$ cat src/sv/button_debounce_event_detector_top_assert.svh
// Assertion macros for the button debounce and event detector.
// Used by button_debounce_event_detector_top.sv; needs a clock and a reset in scope.
`ifndef BUTTON_DEBOUNCE_EVENT_DETECTOR_TOP_ASSERT_SVH
`define BUTTON_DEBOUNCE_EVENT_DETECTOR_TOP_ASSERT_SVH

// The consequent must hold in the same cycle as the antecedent.
`define BDET_ASSERT_NOW(label, ante, cons, msg) \
   label: assert property (@(posedge clock) disable iff (reset) (ante) |-> (cons)) \
      else $error(msg);

// The consequent must hold in the cycle after the antecedent.
`define BDET_ASSERT_NEXT(label, ante, cons, msg) \
   label: assert property (@(posedge clock) disable iff (reset) (ante) |=> (cons)) \
      else $error(msg);

`endif

$ cat src/sv/bdet_pkg.sv
// Package for the button debounce and event detector: event codes, register
// indexes, field widths and register reset values. No dependencies.
`default_nettype none

package bdet_pkg;

   localparam int unsigned TimeWidth = 32;
   localparam int unsigned CfgWidth = 16;
   localparam int unsigned CsrAddrWidth = 2;
   localparam int unsigned HistWidth = 8;
   localparam int unsigned ReqDataWidth = 40;
   localparam int unsigned RspDataWidth = 8;

   typedef enum logic [2:0] {
      EV_NONE    = 3'd0,
      EV_PRESS   = 3'd1,
      EV_RELEASE = 3'd2,
      EV_CLICK   = 3'd3,
      EV_DOUBLE  = 3'd4,
      EV_LONG    = 3'd5
   } event_type;

   typedef enum logic [CsrAddrWidth-1:0] {
      REG_ACTIVE_LEVEL = 2'd0,
      REG_DOUBLE_WIN   = 2'd1,
      REG_LONG_HOLD    = 2'd2
   } reg_index_type;

   localparam logic KIND_SAMPLE = 1'b0;
   localparam logic KIND_DETECT = 1'b1;

   localparam logic [CfgWidth-1:0] DOUBLE_WIN_RESET = 16'd500;
   localparam logic [CfgWidth-1:0] LONG_HOLD_RESET  = 16'd1000;

   localparam logic [1:0] EDGES_PER_CLICK  = 2'd2;
   localparam logic [1:0] CLICKS_FOR_DOUBLE = 2'd2;

endpackage

`default_nettype wire

$ cat src/sv/button_debounce_event_detector_top.sv
// Button debounce and event detector: one push button, sample and detect transactions.
// Depends on bdet_pkg and button_debounce_event_detector_top_assert.svh.
//
// Every request transaction gives exactly one response transaction. A sample
// transaction shifts the raw pin level into an eight-sample history and sets the
// debounced level once eight equal samples have been seen; a detect transaction
// carries the millisecond time and reports press, release, click, double click or
// long press. The block takes one transaction per clock cycle unless the response
// stalls; an input register and a result register bound the one stage in which the
// state is updated, whose longest path is a 32-bit subtraction and compare.
// Configuration writes apply at once; the user must make them while idle (unchecked).
`default_nettype none

`include "button_debounce_event_detector_top_assert.svh"

module button_debounce_event_detector_top (
   input  wire logic                                 clock,
   input  wire logic                                 reset,
   // Request channel.
   input  wire logic                                 req_tvalid,
   output logic                                      req_tready,
   // tdata: raw_level [0], now_ms [32:1], zero fill [39:33].
   input  wire logic [bdet_pkg::ReqDataWidth-1:0]    req_tdata,
   // tuser: kind [0].
   input  wire logic                                 req_tuser,
   // Response channel.
   output logic                                      rsp_tvalid,
   input  wire logic                                 rsp_tready,
   // tdata: event_res [2:0], debounced_level [3], zero fill [7:4].
   output logic [bdet_pkg::RspDataWidth-1:0]         rsp_tdata,
   // Configuration port.
   input  wire logic                                 csr_we,
   input  wire logic [bdet_pkg::CsrAddrWidth-1:0]    csr_addr,
   input  wire logic [bdet_pkg::CfgWidth-1:0]        csr_wdata
);

   import bdet_pkg::*;

   // Configuration registers.
   logic                    active_level_ff;
   logic [CfgWidth-1:0]     double_win_ff;
   logic [CfgWidth-1:0]     long_hold_ff;

   // Input register.
   logic                    s1_valid_ff;
   logic                    s1_kind_ff;
   logic                    s1_raw_ff;
   logic [TimeWidth-1:0]    s1_now_ff;

   // Block state.
   logic [HistWidth-1:0]    history_ff, history_in;
   logic                    pressed_level_ff, pressed_level_in;
   logic                    previous_level_ff, previous_level_in;
   logic                    release_armed_ff, release_armed_in;
   logic                    click_pending_ff, click_pending_in;
   logic [1:0]              edge_count_ff, edge_count_in;
   logic [1:0]              click_tally_ff, click_tally_in;
   logic [TimeWidth-1:0]    click_stamp_ff, click_stamp_in;
   logic [TimeWidth-1:0]    hold_stamp_ff, hold_stamp_in;
   logic [TimeWidth-1:0]    hold_elapsed_ff, hold_elapsed_in;
   event_type               event_code_ff, event_code_in;

   // Result register.
   logic                    rsp_valid_ff;
   event_type               rsp_event_ff;
   logic                    rsp_level_ff;

   logic                    out_en;
   logic                    s1_fire;
   logic                    req_fire;

   assign out_en     = !rsp_valid_ff || rsp_tready;
   assign s1_fire    = s1_valid_ff && out_en;
   assign req_tready = !s1_valid_ff || out_en;
   assign req_fire   = req_tvalid && req_tready;

   assign rsp_tvalid = rsp_valid_ff;
   assign rsp_tdata  = {{(RspDataWidth - 4){1'b0}}, rsp_level_ff, rsp_event_ff};

   always_ff @(posedge clock) begin
      if (reset) begin
         active_level_ff <= 1'b0;
         double_win_ff   <= DOUBLE_WIN_RESET;
         long_hold_ff    <= LONG_HOLD_RESET;
      end else if (csr_we) begin
         case (reg_index_type'(csr_addr))
            REG_ACTIVE_LEVEL: active_level_ff <= csr_wdata[0];
            REG_DOUBLE_WIN:   double_win_ff   <= csr_wdata;
            REG_LONG_HOLD:    long_hold_ff    <= csr_wdata;
            default: begin
            end
         endcase
      end
   end

   always_ff @(posedge clock) begin
      if (reset) begin
         s1_valid_ff <= 1'b0;
      end else if (req_tready) begin
         s1_valid_ff <= req_tvalid;
      end
   end

   always_ff @(posedge clock) begin
      if (req_fire) begin
         s1_kind_ff <= req_tuser;
         s1_raw_ff  <= req_tdata[0];
         s1_now_ff  <= req_tdata[TimeWidth:1];
      end
   end

   always_comb begin
      logic [HistWidth-1:0] all_on;
      logic                 cur;
      logic                 rise;

      history_in        = history_ff;
      pressed_level_in  = pressed_level_ff;
      previous_level_in = previous_level_ff;
      release_armed_in  = release_armed_ff;
      click_pending_in  = click_pending_ff;
      edge_count_in     = edge_count_ff;
      click_tally_in    = click_tally_ff;
      click_stamp_in    = click_stamp_ff;
      hold_stamp_in     = hold_stamp_ff;
      hold_elapsed_in   = hold_elapsed_ff;
      event_code_in     = event_code_ff;
      all_on            = {HistWidth{active_level_ff}};
      cur               = pressed_level_ff;
      rise              = pressed_level_ff && !previous_level_ff;

      if (s1_kind_ff == KIND_SAMPLE) begin
         history_in = {history_ff[HistWidth-2:0], s1_raw_ff};
         if (history_in == all_on) begin
            pressed_level_in = 1'b1;
         end else if (history_in == ~all_on) begin
            pressed_level_in = 1'b0;
         end
      end else begin
         previous_level_in = cur;

         if (rise) begin
            edge_count_in    = edge_count_in + 2'd1;
            click_pending_in = 1'b1;
            release_armed_in = 1'b1;
            event_code_in    = EV_PRESS;
            hold_stamp_in    = s1_now_ff;
         end else if (!cur) begin
            event_code_in    = release_armed_ff ? EV_RELEASE : EV_NONE;
            release_armed_in = 1'b0;
            if (click_pending_ff) begin
               click_pending_in = 1'b0;
               edge_count_in    = edge_count_in + 2'd1;
            end
         end

         if (edge_count_in == EDGES_PER_CLICK) begin
            edge_count_in  = 2'd0;
            event_code_in  = EV_CLICK;
            click_tally_in = click_tally_in + 2'd1;
            if (click_tally_in == 2'd1) begin
               click_stamp_in = s1_now_ff;
            end
         end

         if (click_tally_in == CLICKS_FOR_DOUBLE) begin
            if ((s1_now_ff - click_stamp_in) <= {{(TimeWidth - CfgWidth){1'b0}}, double_win_ff})
            begin
               event_code_in = EV_DOUBLE;
            end
            click_tally_in = 2'd0;
         end

         if (cur) begin
            if (hold_elapsed_ff >= {{(TimeWidth - CfgWidth){1'b0}}, long_hold_ff}) begin
               hold_elapsed_in  = '0;
               hold_stamp_in    = s1_now_ff;
               event_code_in    = EV_LONG;
               edge_count_in    = 2'd0;
               click_pending_in = 1'b0;
               release_armed_in = 1'b1;
            end else begin
               hold_elapsed_in = s1_now_ff - hold_stamp_in;
            end
         end
      end
   end

   always_ff @(posedge clock) begin
      if (reset) begin
         history_ff        <= '0;
         pressed_level_ff  <= 1'b0;
         previous_level_ff <= 1'b0;
         release_armed_ff  <= 1'b0;
         click_pending_ff  <= 1'b0;
         edge_count_ff     <= 2'd0;
         click_tally_ff    <= 2'd0;
         click_stamp_ff    <= '0;
         hold_stamp_ff     <= '0;
         hold_elapsed_ff   <= '0;
         event_code_ff     <= EV_NONE;
      end else if (s1_fire) begin
         history_ff        <= history_in;
         pressed_level_ff  <= pressed_level_in;
         previous_level_ff <= previous_level_in;
         release_armed_ff  <= release_armed_in;
         click_pending_ff  <= click_pending_in;
         edge_count_ff     <= edge_count_in;
         click_tally_ff    <= click_tally_in;
         click_stamp_ff    <= click_stamp_in;
         hold_stamp_ff     <= hold_stamp_in;
         hold_elapsed_ff   <= hold_elapsed_in;
         event_code_ff     <= event_code_in;
      end
   end

   always_ff @(posedge clock) begin
      if (reset) begin
         rsp_valid_ff <= 1'b0;
      end else if (out_en) begin
         rsp_valid_ff <= s1_valid_ff;
      end
   end

   always_ff @(posedge clock) begin
      if (s1_fire) begin
         rsp_event_ff <= event_code_in;
         rsp_level_ff <= pressed_level_in;
      end
   end

   `BDET_ASSERT_NEXT(a_sample_keeps_event, s1_fire && (s1_kind_ff == KIND_SAMPLE),
      $stable(event_code_ff), "A sample transaction changed the event code.")

   `BDET_ASSERT_NEXT(a_detect_tracks_level, s1_fire && (s1_kind_ff == KIND_DETECT),
      previous_level_ff == $past(pressed_level_ff),
      "The previous level does not follow the debounced level.")

   `BDET_ASSERT_NEXT(a_press_reported,
      s1_fire && (s1_kind_ff == KIND_DETECT) && pressed_level_ff && !previous_level_ff,
      (event_code_ff != EV_NONE) && (event_code_ff != EV_RELEASE),
      "A rising debounced level gave no press event.")

   `BDET_ASSERT_NEXT(a_counts_settled, s1_fire && (s1_kind_ff == KIND_DETECT),
      (edge_count_ff != EDGES_PER_CLICK) && (click_tally_ff != CLICKS_FOR_DOUBLE),
      "A finished click or double click was left pending.")

   `BDET_ASSERT_NOW(a_result_matches_state, rsp_valid_ff && !s1_valid_ff,
      (rsp_event_ff == event_code_ff) && (rsp_level_ff == pressed_level_ff),
      "The held result differs from the state that it came from.")

endmodule

`default_nettype wire

$ cat config.mk
export PLATFORM = sky130hd
export DESIGN_NAME = button_debounce_event_detector_top
export DESIGN_NICKNAME = d
export VERILOG_FILES = /design/src/sv/bdet_pkg.sv /design/src/sv/button_debounce_event_detector_top.sv
export VERILOG_INCLUDE_DIRS = /design/src /design/src/sv
export SDC_FILE = /design/constraint.sdc
export NUM_CORES = 1
export LEC_CHECK = 0
export BUFFER_PORTS_ARGS = -buffer_cell sky130_fd_sc_hd__clkbuf_2
export CAP_MARGIN = 40
export CORE_MARGIN = 4
export CORE_UTILIZATION = 31
export DETAILED_ROUTE_END_ITERATION = 8
export PLACE_DENSITY_LB_ADDON = 0.3
export SLEW_MARGIN = 20
export SYNTH_ARGS = -nofsm -noshare
export SYNTH_HDL_FRONTEND = slang
export SYNTH_SLANG_ARGS = --single-unit
$ cat constraint.sdc
create_clock -name clock -period 5.58 [get_ports clock]
set_input_delay 1.116 -clock clock [delete_from_list [all_inputs] [get_ports clock]]
set_output_delay 1.116 -clock clock [all_outputs]
set_load 0.01 [all_outputs]
## Word-level counts from Yosys, hierarchy flattened

Cells that the tools add are included.

| storage, ports and cells | value |
|---|---|
| bits in registers | 187 |
| input bits | 64 |
| word-level logic and storage cells | 89 |

| cells by class | value |
|---|---|
| add/subtract/negate cells | 4 |
| $lt $le $gt $ge | 2 |
| equal/unequal tests | 7 |
| mux-type cells | 38 |
| bitwise logic cells | 2 |
| reduce and logical (&&, ||, !) cells | 15 |

Operators with widths:

| cell | count |
|---|---|
| 2-to-1 mux 32 bit | 8 |
| subtractor 32 bit | 2 |
| greater-or-equal comparator 32 x 16 -> 1 bit | 1 |
| <= comparator 32 x 16 -> 1 bit | 1 |
| 2-to-1 mux 3 bit | 8 |
| 2-to-1 mux 2 bit | 11 |
| == test 8 bit | 2 |
| 2-to-1 mux 1 bit | 11 |
| AND reduction 2 bit | 5 |
| NOT 8 bit | 1 |
| == test 2 bit, second input constant | 3 |
| adder 2 x 1 -> 2 bit, second input constant | 2 |
| == test 2 x 1 -> 1 bit, second input constant | 2 |
| logical AND 1 bit | 3 |
| logical NOT 1 bit | 3 |
| AND reduction 3 bit | 1 |
| logical NOT 2 bit | 1 |
| logical OR 1 bit | 2 |
| NOT 1 bit | 1 |

## Depth between registers and ports, before layout

Gate-level depths: netlist of run 1.

| logic depth | value |
|---|---|
| depth after elaboration | 15 |
| depth in mapped cells | 29 |

## Least setup slack after synthesis of run 1

Ideal clock, no wire load.

| path | value |
|---|---|
| path type | register -> register |
| start point | register previous_level_ff |
| end point | register rsp_event_ff[0], data pin |
| setup time | 0.273 ns |
| arrival time | 5.637 ns |
| data required time | 5.307 ns |
| setup slack | -0.330 ns |
| stages on the path, launching flop included | 26 |
| clock period less this slack | 5.910 ns |
| cells stage by stage | dfxtp_1 buf_6 nand2b_4 buf_6 a211o_1 a21boi_1 clkbuf_1 mux2i_1 ha_1 a21o_1 or4_1 nand3_1 o31ai_1 a31oi_1 xnor2_1 ha_1 nand4_1 or4_1 o21ai_0 a21oi_1 nor4_1 nand4b_1 nor4_1 nand4_1 o41ai_2 a31oi_1 |

| on the way | value |
|---|---|
| longest elaborated chain between the ends | 14 |

RTL lines:

| element | line | RTL |
|---|---|---|
| from (decl) | button_debounce_event_detector_top.sv:53 | `logic previous_level_ff, previous_level_in;` |
| from (signal assigned) | button_debounce_event_detector_top.sv:205 | `previous_level_ff <= previous_level_in;` |
| logical NOT 1 bit * | button_debounce_event_detector_top.sv:130 | `rise = pressed_level_ff && !previous_level_ff;` |
| logical AND 1 bit * | button_debounce_event_detector_top.sv:130 |  |
| 2-to-1 mux 2 bit | button_debounce_event_detector_top.sv:142 | `if (rise) begin` |
| 2-to-1 mux 2 bit | button_debounce_event_detector_top.sv:132 | `if (s1_kind_ff == KIND_SAMPLE) begin` |
| == test 2 bit | button_debounce_event_detector_top.sv:157 | `if (edge_count_in == EDGES_PER_CLICK) begin` |
| 2-to-1 mux 32 bit | button_debounce_event_detector_top.sv:157 |  |
| 2-to-1 mux 32 bit | button_debounce_event_detector_top.sv:132 |  |
| subtractor 32 bit | button_debounce_event_detector_top.sv:167 | `if ((s1_now_ff - click_stamp_in) <= {{(TimeWidth - CfgWidth){1'b0}}, double_win_ff})` |
| <= comparator 32 x 16 -> 1 bit | button_debounce_event_detector_top.sv:167 |  |
| 2-to-1 mux 3 bit | button_debounce_event_detector_top.sv:167 |  |
| 2-to-1 mux 3 bit * | button_debounce_event_detector_top.sv:166 | `if (click_tally_in == CLICKS_FOR_DOUBLE) begin` |
| 2-to-1 mux 3 bit | button_debounce_event_detector_top.sv:175 | `if (hold_elapsed_ff >= {{(TimeWidth - CfgWidth){1'b0}}, long_hold_ff}) begin` |
| 2-to-1 mux 3 bit * | button_debounce_event_detector_top.sv:174 | `if (cur) begin` |
| 2-to-1 mux 3 bit * | button_debounce_event_detector_top.sv:132 |  |
| net event_code_in[0] | button_debounce_event_detector_top.sv:61 | `event_type event_code_ff, event_code_in;` |
| to (signal assigned) | button_debounce_event_detector_top.sv:227 | `rsp_event_ff <= event_code_in;` |
| to (decl) | button_debounce_event_detector_top.sv:65 | `event_type rsp_event_ff;` |

Mark *: on every way through the listed nets, which the timed path passes. The rest lies on a longest branch. The select of a mux whose other input is x is not followed.
A chain may end at the register's enable or synchronous reset.

## Worst setup path after layout of run 1

| path | value |
|---|---|
| start point | register pressed_level_ff |
| end point | register rsp_event_ff[0], data pin |

| on the way | value |
|---|---|
| longest elaborated chain between the ends | 13 |

RTL lines:

| element | line | RTL |
|---|---|---|
| from (decl) | button_debounce_event_detector_top.sv:52 | `logic pressed_level_ff, pressed_level_in;` |
| from (signal assigned) | button_debounce_event_detector_top.sv:204 | `pressed_level_ff <= pressed_level_in;` |
| 2-to-1 mux 2 bit / logical AND 1 bit (equally long branches) | button_debounce_event_detector_top.sv:148, button_debounce_event_detector_top.sv:130 |  |
| 2-to-1 mux 2 bit | button_debounce_event_detector_top.sv:142 |  |
| 2-to-1 mux 2 bit | button_debounce_event_detector_top.sv:132 |  |
| == test 2 bit | button_debounce_event_detector_top.sv:157 |  |
| 2-to-1 mux 32 bit | button_debounce_event_detector_top.sv:157 |  |
| 2-to-1 mux 32 bit | button_debounce_event_detector_top.sv:132 |  |
| subtractor 32 bit | button_debounce_event_detector_top.sv:167 |  |
| <= comparator 32 x 16 -> 1 bit | button_debounce_event_detector_top.sv:167 |  |
| 2-to-1 mux 3 bit | button_debounce_event_detector_top.sv:167 |  |
| 2-to-1 mux 3 bit | button_debounce_event_detector_top.sv:166 |  |
| 2-to-1 mux 3 bit | button_debounce_event_detector_top.sv:175 |  |
| 2-to-1 mux 3 bit * | button_debounce_event_detector_top.sv:174 |  |
| 2-to-1 mux 3 bit * | button_debounce_event_detector_top.sv:132 |  |
| net event_code_in[0] | button_debounce_event_detector_top.sv:61 |  |

Marks and branches as above.

==> results of run 1 <==
==> area by class of cell <==
type	count	area, sq um	area share
flip-flops and latches	187	4129	0.2967
repair buffers	160	1121	0.08055
well taps	468	585.6	0.04207
clock inverters	11	95.09	0.006832
multi-input cells	1066	7313	0.5254
inverters	55	206.4	0.01483
clock buffers	20	467.9	0.03362
==> worst min path at each step <==
stage / startpoint / to / slack (ns) / cells past startpoint
4_1_cts: hold_stamp_ff[17] / hold_stamp_ff[17] / 0.46 / 2
5_1_grt: hold_stamp_ff[22] / hold_stamp_ff[22] / 0.47 / 2
3_3_place_gp: hold_stamp_ff[21] / hold_stamp_ff[21] / 0.44 / 2
2_1_floorplan: hold_elapsed_ff[24] / hold_elapsed_ff[24] / 0.43 / 2
6_report: hold_stamp_ff[15] / hold_stamp_ff[15] / 0.45 / 2
3_5_place_dp: hold_stamp_ff[17] / hold_stamp_ff[17] / 0.45 / 2
==> cells by family after synthesis <==
kind of cell / synth area share
and+or+nand+nor: 0.1823
xor gates and xnor gates: 0.03844
muxes: 0.05566
other: 0.0003227
buffers and inverters: 0.04360
AOI/OAI and AO/OA: 0.2180
adders and majority gates: 0.1068
DFF: 0.3549
==> tightest hold or removal path: cells and delay by family (launching register included) <==
family | cells | cell delay, ns
flops | 1 | 0.31
simple gates | 1 | 0.05
compound gates | 1 | 0.05
==> cells in the final DEF (no fill, tap or decap), types with 7 or more instances in the layout <==
cell       synthesis  layout
a211oi_1          43      41
clkbuf_2           0      61
edfxtp_1          38      38
clkbuf_16          0      18
a22o_1            16      16
xor2_1            19      18
inv_1             54      54
nor4_1            14      11
nand3_1           31      30
ha_1              96      92
and2_1             8       7
nand4_1           20      20
dfxtp_1          149     147
a21oi_1          140     133
mux2i_1           62      56
nor3_1            26      24
a21o_1            32      32
o21ai_0           50      46
o21a_1             8       8
a21oi_2            1       7
nand2b_1          13      10
buf_4              5      89
nand2_1          198     198
a211o_1           18      18
xnor2_1           32      32
nor2_1           113     111
==> power groups by stage <==
stage	sequential [mW]	clock (mW)	combinational, mW
floorplan	1.47	0	0.472
CTS	1.46	1.25	0.722
finish	1.46	1.21	0.752
detailed placement	1.49	0	0.701
global placement	1.49	0	0.688
global route	1.46	1.30	0.838
==> flip-flops by register name (all words and copies together), names as in the netlist <==
name and count:
s1_kind_ff 1, long_hold_ff 16, s1_raw_ff 1, rsp_event_ff 3
pressed_level_ff 1, s1_now_ff 32, s1_valid_ff 1, history_ff 7
release_armed_ff 1, hold_elapsed_ff 32, rsp_tvalid 1, active_level_ff 1
rsp_level_ff 1, event_code_ff 3, previous_level_ff 1, edge_count_ff 2
click_pending_ff 1, click_stamp_ff 32, double_win_ff 16, hold_stamp_ff 32
click_tally_ff 2
==> routing by layer <==
layer / wire length (microns) / global-route usage / share of wire / vias up
met2: 14520 / 0.2488 / 0.44 / 188
met1: 16500 / 0.2332 / 0.50 / 4836
met3: 1225 / 0.03014 / 0.037 / 34
met4: 750 / 0.05176 / 0.023 / 2
met5: 13 / 0 / 0.00039 / -
li1: - / - / - / 5215
==> through the flow <==
step           setup slack (ns)  hold slack, ns  instance area (sq um)    util  TNS [ns]
4_1_cts                 -0.1541          0.4577                  13630  0.3705   -0.1775
6_report                0.04078          0.4540                  13920  0.3784         0
3_3_place_gp            -0.2304          0.4415                  12860  0.3497   -0.7342
5_1_grt                 -0.2973          0.4719                  13920  0.3784   -0.9020
3_5_place_dp            -0.3379          0.4477                  12920  0.3513    -1.250
2_1_floorplan          0.008300          0.4270                  11650       -         0
==> what timing repair did <==
action                     4_1_cts  5_1_grt
pin swaps                       15       30
hold buffers                     0        0
setup endpoints to repair        6        6
gates resized for setup         21       36
buffers inserted                 6        7
==> results.json, run 1 <==
{
  "p_leak_nw": 5.431,
  "clkLatencyLatePin_ns": 0.46,
  "endpoint": "rsp_event_ff[0]",
  "wirelength_microns": 33020,
  "rrSetupSlack_ns": 0.04,
  "rsz0062_at_grt": "true",
  "end_kind": "register",
  "die_w_microns": 201.6,
  "cts.sinks": 187,
  "synth_async_sr_flop_share": 0,
  "first_pass_iters": 5,
  "drv_slew": 0,
  "critical_path.top_delay_family": "compound AO/OA/AOI/OAI gates",
  "worst_pin_slew_ns": 0.7728,
  "worstPathArrival_ns": 5.71,
  "rows": 70,
  "synth_top_area_frac": 0.2567,
  "path_clk_slew_ns": 0.07,
  "fin_nets": 1649,
  "synthTopCellsByArea": "dfxtp_1, ha_1, edfxtp_1",
  "syn_avg_cell_area_sq_um": 8.470,
  "drive_gt1_frac": 0.1674,
  "p_total_mw": 3.419,
  "seq_area_frac_synth": 0.3549,
  "hold_viol": 0,
  "cts_tree": "done",
  "grt_start_max_net_pins": 71,
  "p_sw_frac": 0.3100,
  "relSlewSlack": 0.4778,
  "grt_pass1_vias": 9835,
  "setup_viol": 0,
  "synthesis.area_sq_um": 11620,
  "cp_data_required_time_ns": 5.75,
  "path_buf_inv": 4,
  "hold_path.class": "reg -> reg",
  "core_sq_um": 36790,
  "diodes": 0,
  "fin_skew_ns": 0.01526,
  "initialDrtViolationCount": 620,
  "max_stage_delay_ns": 0.53,
  "synth_area_leader_cell": "dfxtp_1",
  "power_density_nw_per_um2": 245.6,
  "io_pins": 74,
  "timing.rr.start": "pressed_level_ff",
  "start_util": 0.3159,
  "crit_slowest_cell": "or4_4",
  "yosysWarnings": 0,
  "viasPerCell": 5.224,
  "crit_type": "reg -> reg",
  "die_y_microns": 201.6,
  "power.switching_mw": 1.060,
  "ff2ff_path_depth": 25,
  "cp_max_fo": 5,
  "grt_pass1_wl_microns": 53640,
  "fillers": 3731,
  "cp-start-kind": "register",
  "numPlacedInstances": 1921,
  "clock_path_buffers": 2,
  "clockRootBuffer": "clkbuf_16",
  "pwr-share-seq": 0.426,
  "cts_buffers": 17,
  "grt_usage": 0.1630,
  "drc": 0,
  "maxCapViolCount": 0,
  "yosysUniqueCellTypes": 80,
  "reg2reg_to": "rsp_event_ff[0]",
  "vdd_drop_max_uv": 157.4,
  "power.internal_mw": 2.359,
  "combPwrFrac": 0.220,
  "fin_cells": 1967,
  "post-route-min-period_ns": 5.539,
  "period_share": 0.9927,
  "h-tree-depth": 4,
  "ant_nets": 0,
  "cp.depth": 25,
  "num_vias": 10280,
  "gp_congestion": 0.8568,
  "ys.flop_type": "dfxtp_1",
  "syn_inst": 1372,
  "area_growth_pct": 19.77,
  "fmax_ghz": 0.1805,
  "critPathLaunch": "pressed_level_ff",
  "port_buffers": 62,
  "dieArea_sq_um": 40650,
  "ys_ff_latch": 187,
  "yosys.cell_count.top_type": "nand2_1",
  "power.share.clock": 0.354,
  "overflow": 0,
  "status": "complete, no violations",
  "antenna_found_initial": 1,
  "synthTopCellsByCount": "nand2_1, dfxtp_1, a21oi_1, nor2_1, ha_1",
  "synth_edf_count": 38,
  "place_hpwl_microns": 24720,
  "wire_per_inst_microns": 16.79
}
Note: power is estimated with default switching activity, not from simulation.
==> run 2: changes to the inputs <==
- ABC_AREA: default -> 1
- CAP_MARGIN: 40 -> default
==> run 2 against run 1 <==
Maximum frequency grew 8.0%. First-iteration DRC count is 35% higher. Clock skew grew 0.00055 ns. Die area grew 8.8%. Setup slack gained 0.41 ns. Clock-buffer cell count down 1. Cell count up 22%. Register-to-register slack better by 0.41 ns. Critical path type unchanged. Largest power group unchanged. Highest routed layer is now met4.
==> results.json, run 2 <==
{
  "overflow": 0,
  "hold_viol": 0,
  "synth_area_leader_cell": "dfxtp_1",
  "clkLatencyLatePin_ns": 0.46,
  "num_vias": 11740,
  "cts_buffers": 17,
  "crit_type": "reg -> reg",
  "grt_pass1_wl_microns": 57800,
  "die_w_microns": 210.3,
  "power.share.clock": 0.367,
  "max_stage_delay_ns": 0.61,
  "pwr-share-seq": 0.431,
  "cp_max_fo": 25,
  "drc": 0,
  "maxCapViolCount": 0,
  "worstPathArrival_ns": 5.33,
  "yosysUniqueCellTypes": 51,
  "numPlacedInstances": 2361,
  "ctsHoldBuffers": 0,
  "finalSetupTns_ns": 0,
  "fmax_ghz": 0.1950,
  "p_sw_frac": 0.3209,
  "vdd_drop_max_uv": 174.5,
  "p_total_mw": 3.402,
  "rsz0062_at_grt": "false",
  "grt_usage": 0.1609,
  "dieArea_sq_um": 44230,
  "layout_commonest_cell": "nand2_1",
  "ant_nets": 0,
  "synth_async_sr_flop_share": 0,
  "syn_avg_cell_area_sq_um": 6.960,
  "fin_cells": 2393,
  "synth_top_area_frac": 0.2351,
  "h-tree-depth": 4,
  "die_y_microns": 210.3,
  "hold_path.class": "reg -> reg",
  "clock_path_buffers": 2,
  "port_buffers": 62,
  "first_pass_iters": 5,
  "place_hpwl_microns": 27650,
  "rows": 73,
  "combPwrFrac": 0.202,
  "clockRootBuffer": "clkbuf_16",
  "io_pins": 74,
  "relSlewSlack": 0.3068,
  "cp-start-kind": "register",
  "antenna_found_initial": 0,
  "seq_area_frac_synth": 0.3250,
  "viasPerCell": 4.904,
  "yosys.cell_count.top_type": "nand2_1",
  "fillers": 4260,
  "post-route-min-period_ns": 5.128,
  "cp_data_required_time_ns": 5.78,
  "fin_nets": 2017,
  "postCtsSetupBuffers": 0,
  "cts.repair.resized": 0,
  "initialDrtViolationCount": 840,
  "grt_start_max_net_pins": 76,
  "power.switching_mw": 1.092,
  "syn_inst": 1823,
  "period_share": 0.9191,
  "crit_slowest_cell": "dfxtp_1",
  "grt_pass1_vias": 10850,
  "synth_edf_count": 38,
  "synthesis.area_sq_um": 12690,
  "cts.sinks": 187,
  "diodes": 0,
  "start_util": 0.3164,
  "path_clk_slew_ns": 0.08,
  "power.internal_mw": 2.311,
  "end_kind": "register",
  "synthTopCellsByArea": "dfxtp_1, nand2_1, ha_1",
  "setup_viol": 0,
  "core_sq_um": 40100,
  "cts_tree": "done",
  "final_cell_mix": "nand2_1, inv_1, a21oi_1",
  "worst_pin_slew_ns": 1.033,
  "gp_congestion": 0.9192,
  "wire_per_inst_microns": 14.94,
  "synthTopCellsByCount": "nand2_1, inv_1, a21oi_1, dfxtp_1, o21ai_0",
  "status": "complete, no violations",
  "ys.flop_type": "dfxtp_1",
  "ys_ff_latch": 187,
  "wirelength_microns": 35760,
  "yosysWarnings": 0,
  "area_growth_pct": 10.67,
  "critical_path.most_common_cell": "nand2_1",
  "drv_slew": 0,
  "fin_skew_ns": 0.01581,
  "drive_gt1_frac": 0.08084,
  "power_density_nw_per_um2": 242.3,
  "p_leak_nw": 6.533
}
[run 2: cell types whose count changed after synthesis, sizes merged, moves of 29 or more]
| cell | delta |
|---|---|
| a21oi | +76 |
| o211ai | +39 |
| inv | +206 |
| nand2 | +289 |
| nand3 | +33 |
| o21ai | +78 |
| xnor2 | -29 |
| a211oi | -40 |
| a21o | -30 |
[run 2: area by class of cell]
cell class	count	area [sq um]	area share
multi-input cells	1316	7303	0.5201
flip-flops and latches	187	4124	0.2937
inverters	261	984.7	0.07012
well taps	525	656.9	0.04678
clock buffers	19	454.2	0.03234
repair buffers	72	387.9	0.02762
clock inverters	13	131.4	0.009356
[run 2: worst paths after layout]
check                   startpoint                to  slack, ns  depth (start not counted)
setup reg to reg  pressed_level_ff   rsp_event_ff[0]       0.45                         33
hold / removal    long_hold_ff[10]  long_hold_ff[10]       0.46                          2
setup / recovery  pressed_level_ff   rsp_event_ff[0]       0.45                         33
hold reg to reg   long_hold_ff[10]  long_hold_ff[10]       0.46                          2
[run 2: metal layers]
layer | routed length [microns] | GRT usage
met5 | 0 | 0
met4 | 440 | 0.03443
met3 | 1886 | 0.02664
met2 | 15460 | 0.2505
met1 | 17980 | 0.2352
[run 2: logic make-up after synthesis]
| logic type | Yosys count | synth area share |
|---|---|---|
| multiplexers | 45 | 0.03550 |
| AND/OR/NAND/NOR | 718 | 0.2382 |
| buffers and inverters | 323 | 0.1009 |
| AO/OA/AOI/OAI | 423 | 0.1829 |
| other | 1 | 0.0002955 |
| flip-flops | 187 | 0.3250 |
| XOR/XNOR | 28 | 0.01933 |
| adder cells (fa/ha/maj) | 98 | 0.09782 |
[run 2: critical path, delay by kind of cell (launching register included)]
family | cells | cell delay, ns
XOR/XNOR | 1 | 0.32
AO/OA/AOI/OAI | 6 | 0.80
adder cells (fa/ha/maj) | 2 | 0.67
buffers and inverters | 3 | 0.43
AND/OR/NAND/NOR | 21 | 2.01
flip-flops | 1 | 0.61
[run 2: power groups by stage]
stage	combinational, mW	clock (mW)	sequential (mW)
6_report	0.687	1.25	1.47
4_1_cts	0.689	1.27	1.47
3_3_place_gp	0.678	0	1.50
5_1_grt	0.787	1.33	1.47
3_5_place_dp	0.685	0	1.50
2_1_floorplan	0.496	0	1.48
[run 2: metrics by stage]
stage	cell area [sq um]	utilization	hold slack (ns)	setup slack [ns]
global route	14040	0.3502	0.4829	0.01437
global placement	13460	0.3356	0.4499	0.5685
detailed placement	13460	0.3356	0.4550	0.5572
finish	14040	0.3502	0.4622	0.4517
floorplan	12700	-	0.4353	1.516
CTS	14040	0.3502	0.4660	0.5257
==> run 3: changes to the inputs <==
--- a/config.mk
+++ b/config.mk
@@ -13,5 +13,4 @@
 export DETAILED_ROUTE_END_ITERATION = 8
 export PLACE_DENSITY_LB_ADDON = 0.3
-export SLEW_MARGIN = 20
 export SYNTH_ARGS = -nofsm -noshare
 export SYNTH_HDL_FRONTEND = slang
==> constraint.sdc (replaced) <==
create_clock -name clock -period 5.58 [get_ports clock]
set_input_delay 0.279 -clock clock [delete_from_list [all_inputs] [get_ports clock]]
set_output_delay 0.279 -clock clock [all_outputs]
set_load 0.01 [all_outputs]
==> run 3 against run 2 <==
Combinational power increased by 3.1%. Hold slack got worse by 0.42 ns. Sequential power about the same. Routed wire length increased by 0.89%. Global-route usage increased by 0.16 points. Flip-flop and latch count unchanged. Register-to-register slack improved by 0.07 ns. Clock-buffer cell count decreased by 1. Die area unchanged. Critical endpoint unchanged. Largest power group unchanged.
==> results.json, run 3 (synthesized netlist as in run 2, its figures left out) <==
{
  "first_pass_iters": 5,
  "layout_commonest_cell": "nand2_1",
  "setup_viol": 0,
  "ff_latch_area_sq_um": 4124,
  "io_pins": 74,
  "h-tree-depth": 4,
  "clockRootBuffer": "clkbuf_16",
  "cp_max_fo": 28,
  "start_util": 0.3164,
  "overflow": 0,
  "rows": 73,
  "end_kind": "register",
  "critPathLaunch": "pressed_level_ff",
  "cts.sinks": 187,
  "viasPerCell": 4.879,
  "fin_nets": 2049,
  "timing.rr.start": "pressed_level_ff",
  "hold_viol": 0,
  "ant_nets": 0,
  "hold_path.class": "in -> reg",
  "path_clk_slew_ns": 0.08,
  "final_cell_mix": "nand2_1, inv_1, a21oi_1",
  "max_stage_delay_ns": 0.60,
  "dieArea_sq_um": 44230,
  "grt_pass1_wl_microns": 58130,
  "grt_start_max_net_pins": 73,
  "power_density_nw_per_um2": 234.6,
  "post-route-util": 0.3578,
  "fin_skew_ns": 0.01135,
  "grt_usage": 0.1625,
  "core_sq_um": 40100,
  "area_growth_pct": 13.06,
  "die_y_microns": 210.3,
  "antenna_found_initial": 0,
  "critical_path.most_common_cell": "nand2_1",
  "worst_pin_slew_ns": 1.080,
  "cts_buffers": 17,
  "status": "complete, no violations",
  "crit_slowest_cell": "dfxtp_1",
  "rsz0062_at_grt": "false",
  "drc": 0,
  "fmax_ghz": 0.1975,
  "relSlewSlack": 0.2800,
  "num_vias": 11830,
  "die_w_microns": 210.3,
  "clock_path_buffers": 2,
  "crit_type": "reg -> reg",
  "cp_data_required_time_ns": 5.78,
  "maxCapViolCount": 0,
  "vdd_drop_max_uv": 178.4,
  "worstPathArrival_ns": 5.26,
  "period_share": 0.9072,
  "fillers": 4248,
  "gp_congestion": 0.9182,
  "cp-start-kind": "register",
  "clkLatencyLatePin_ns": 0.46,
  "diodes": 0,
  "wirelength_microns": 36080,
  "post-route-min-period_ns": 5.062,
  "drive_gt1_frac": 0.08000,
  "postCtsSetupBuffers": 0,
  "drv_slew": 0,
  "grt_pass1_vias": 11100,
  "pre_cts_ws_ns": 0.5908,
  "worst_slack_ns": 0.5179,
  "port_buffers": 62,
  "place_hpwl_microns": 27840,
  "cts_tree": "done",
  "initialDrtViolationCount": 713,
  "holdCritStartpoint": "req_tdata[9]",
  "multi_input_area_sq_um": 7303,
  "finalSetupTns_ns": 0,
  "p_leak_nw": 6.656,
  "wire_per_inst_microns": 14.88
}
[run 3: power by group]
group | internal (mW) | switching (mW) | leakage [nW] | total, mW
registers | 1.43 | 0.0398 | 1.58 | 1.47
logic | 0.245 | 0.463 | 4.80 | 0.708
clock network | 0.600 | 0.592 | 0.277 | 1.19
total | 2.27 | 1.09 | 6.66 | 3.37
[run 3: worst max-delay path, delay by kind of cell (launching register included)]
| family | cells | cell delay [ns] |
|---|---|---|
| XOR/XNOR | 1 | 0.27 |
| buffers and inverters | 3 | 0.45 |
| adder cells (fa/ha/maj) | 2 | 0.77 |
| flip-flops | 1 | 0.60 |
| AND/OR/NAND/NOR | 19 | 1.99 |
| AO/OA/AOI/OAI | 5 | 0.74 |
[run 3: per-layer routing]
metal	vias up	global-route usage	wire length, microns
met5	-	0	0
met4	0	0.04568	623
met3	46	0.02485	1681
met2	265	0.2552	15560
met1	5353	0.2326	18220
li1	6168	-	-
[run 3: metrics by stage]
stage                     hold slack, ns  cells  total power, mW  instance area [sq um]
final                            0.04036   2425            3.365                  14350
after global routing             0.02840   2425            3.555                  14350
after CTS                        0.01353   2425            3.398                  14350
after detailed placement          0.4540   2362            2.179                  13460
after global placement            0.4477   2362            2.172                  13460
after floorplan                   0.3779   1826            1.975                  12700
[run 3: repair_timing]
item / in CTS / in global routing
hold buffers: 31 / 0
gates resized for setup: 0 / 0
hold endpoints to repair: 31 / 0
[run 3: area by class of cell]
class | count | share of cell area
sequential | 187 | 0.2875
inverter | 261 | 0.06864
multi-input combinational | 1316 | 0.5091
timing repair buffer | 104 | 0.04919
tap | 525 | 0.04579
clock inverter | 14 | 0.009158
clock buffer | 18 | 0.03061
[run 3: path summary, 6_finish.rpt]
| check | slack [ns] | end | cells after the start |
|---|---|---|---|
| setup / recovery | 0.52 | rsp_event_ff[0] | 30 |
| setup reg to reg | 0.52 | rsp_event_ff[0] | 30 |
| hold / removal | 0.04 | s1_now_ff[8] | 1 |
| hold reg to reg | 0.46 | hold_stamp_ff[0] | 2 |
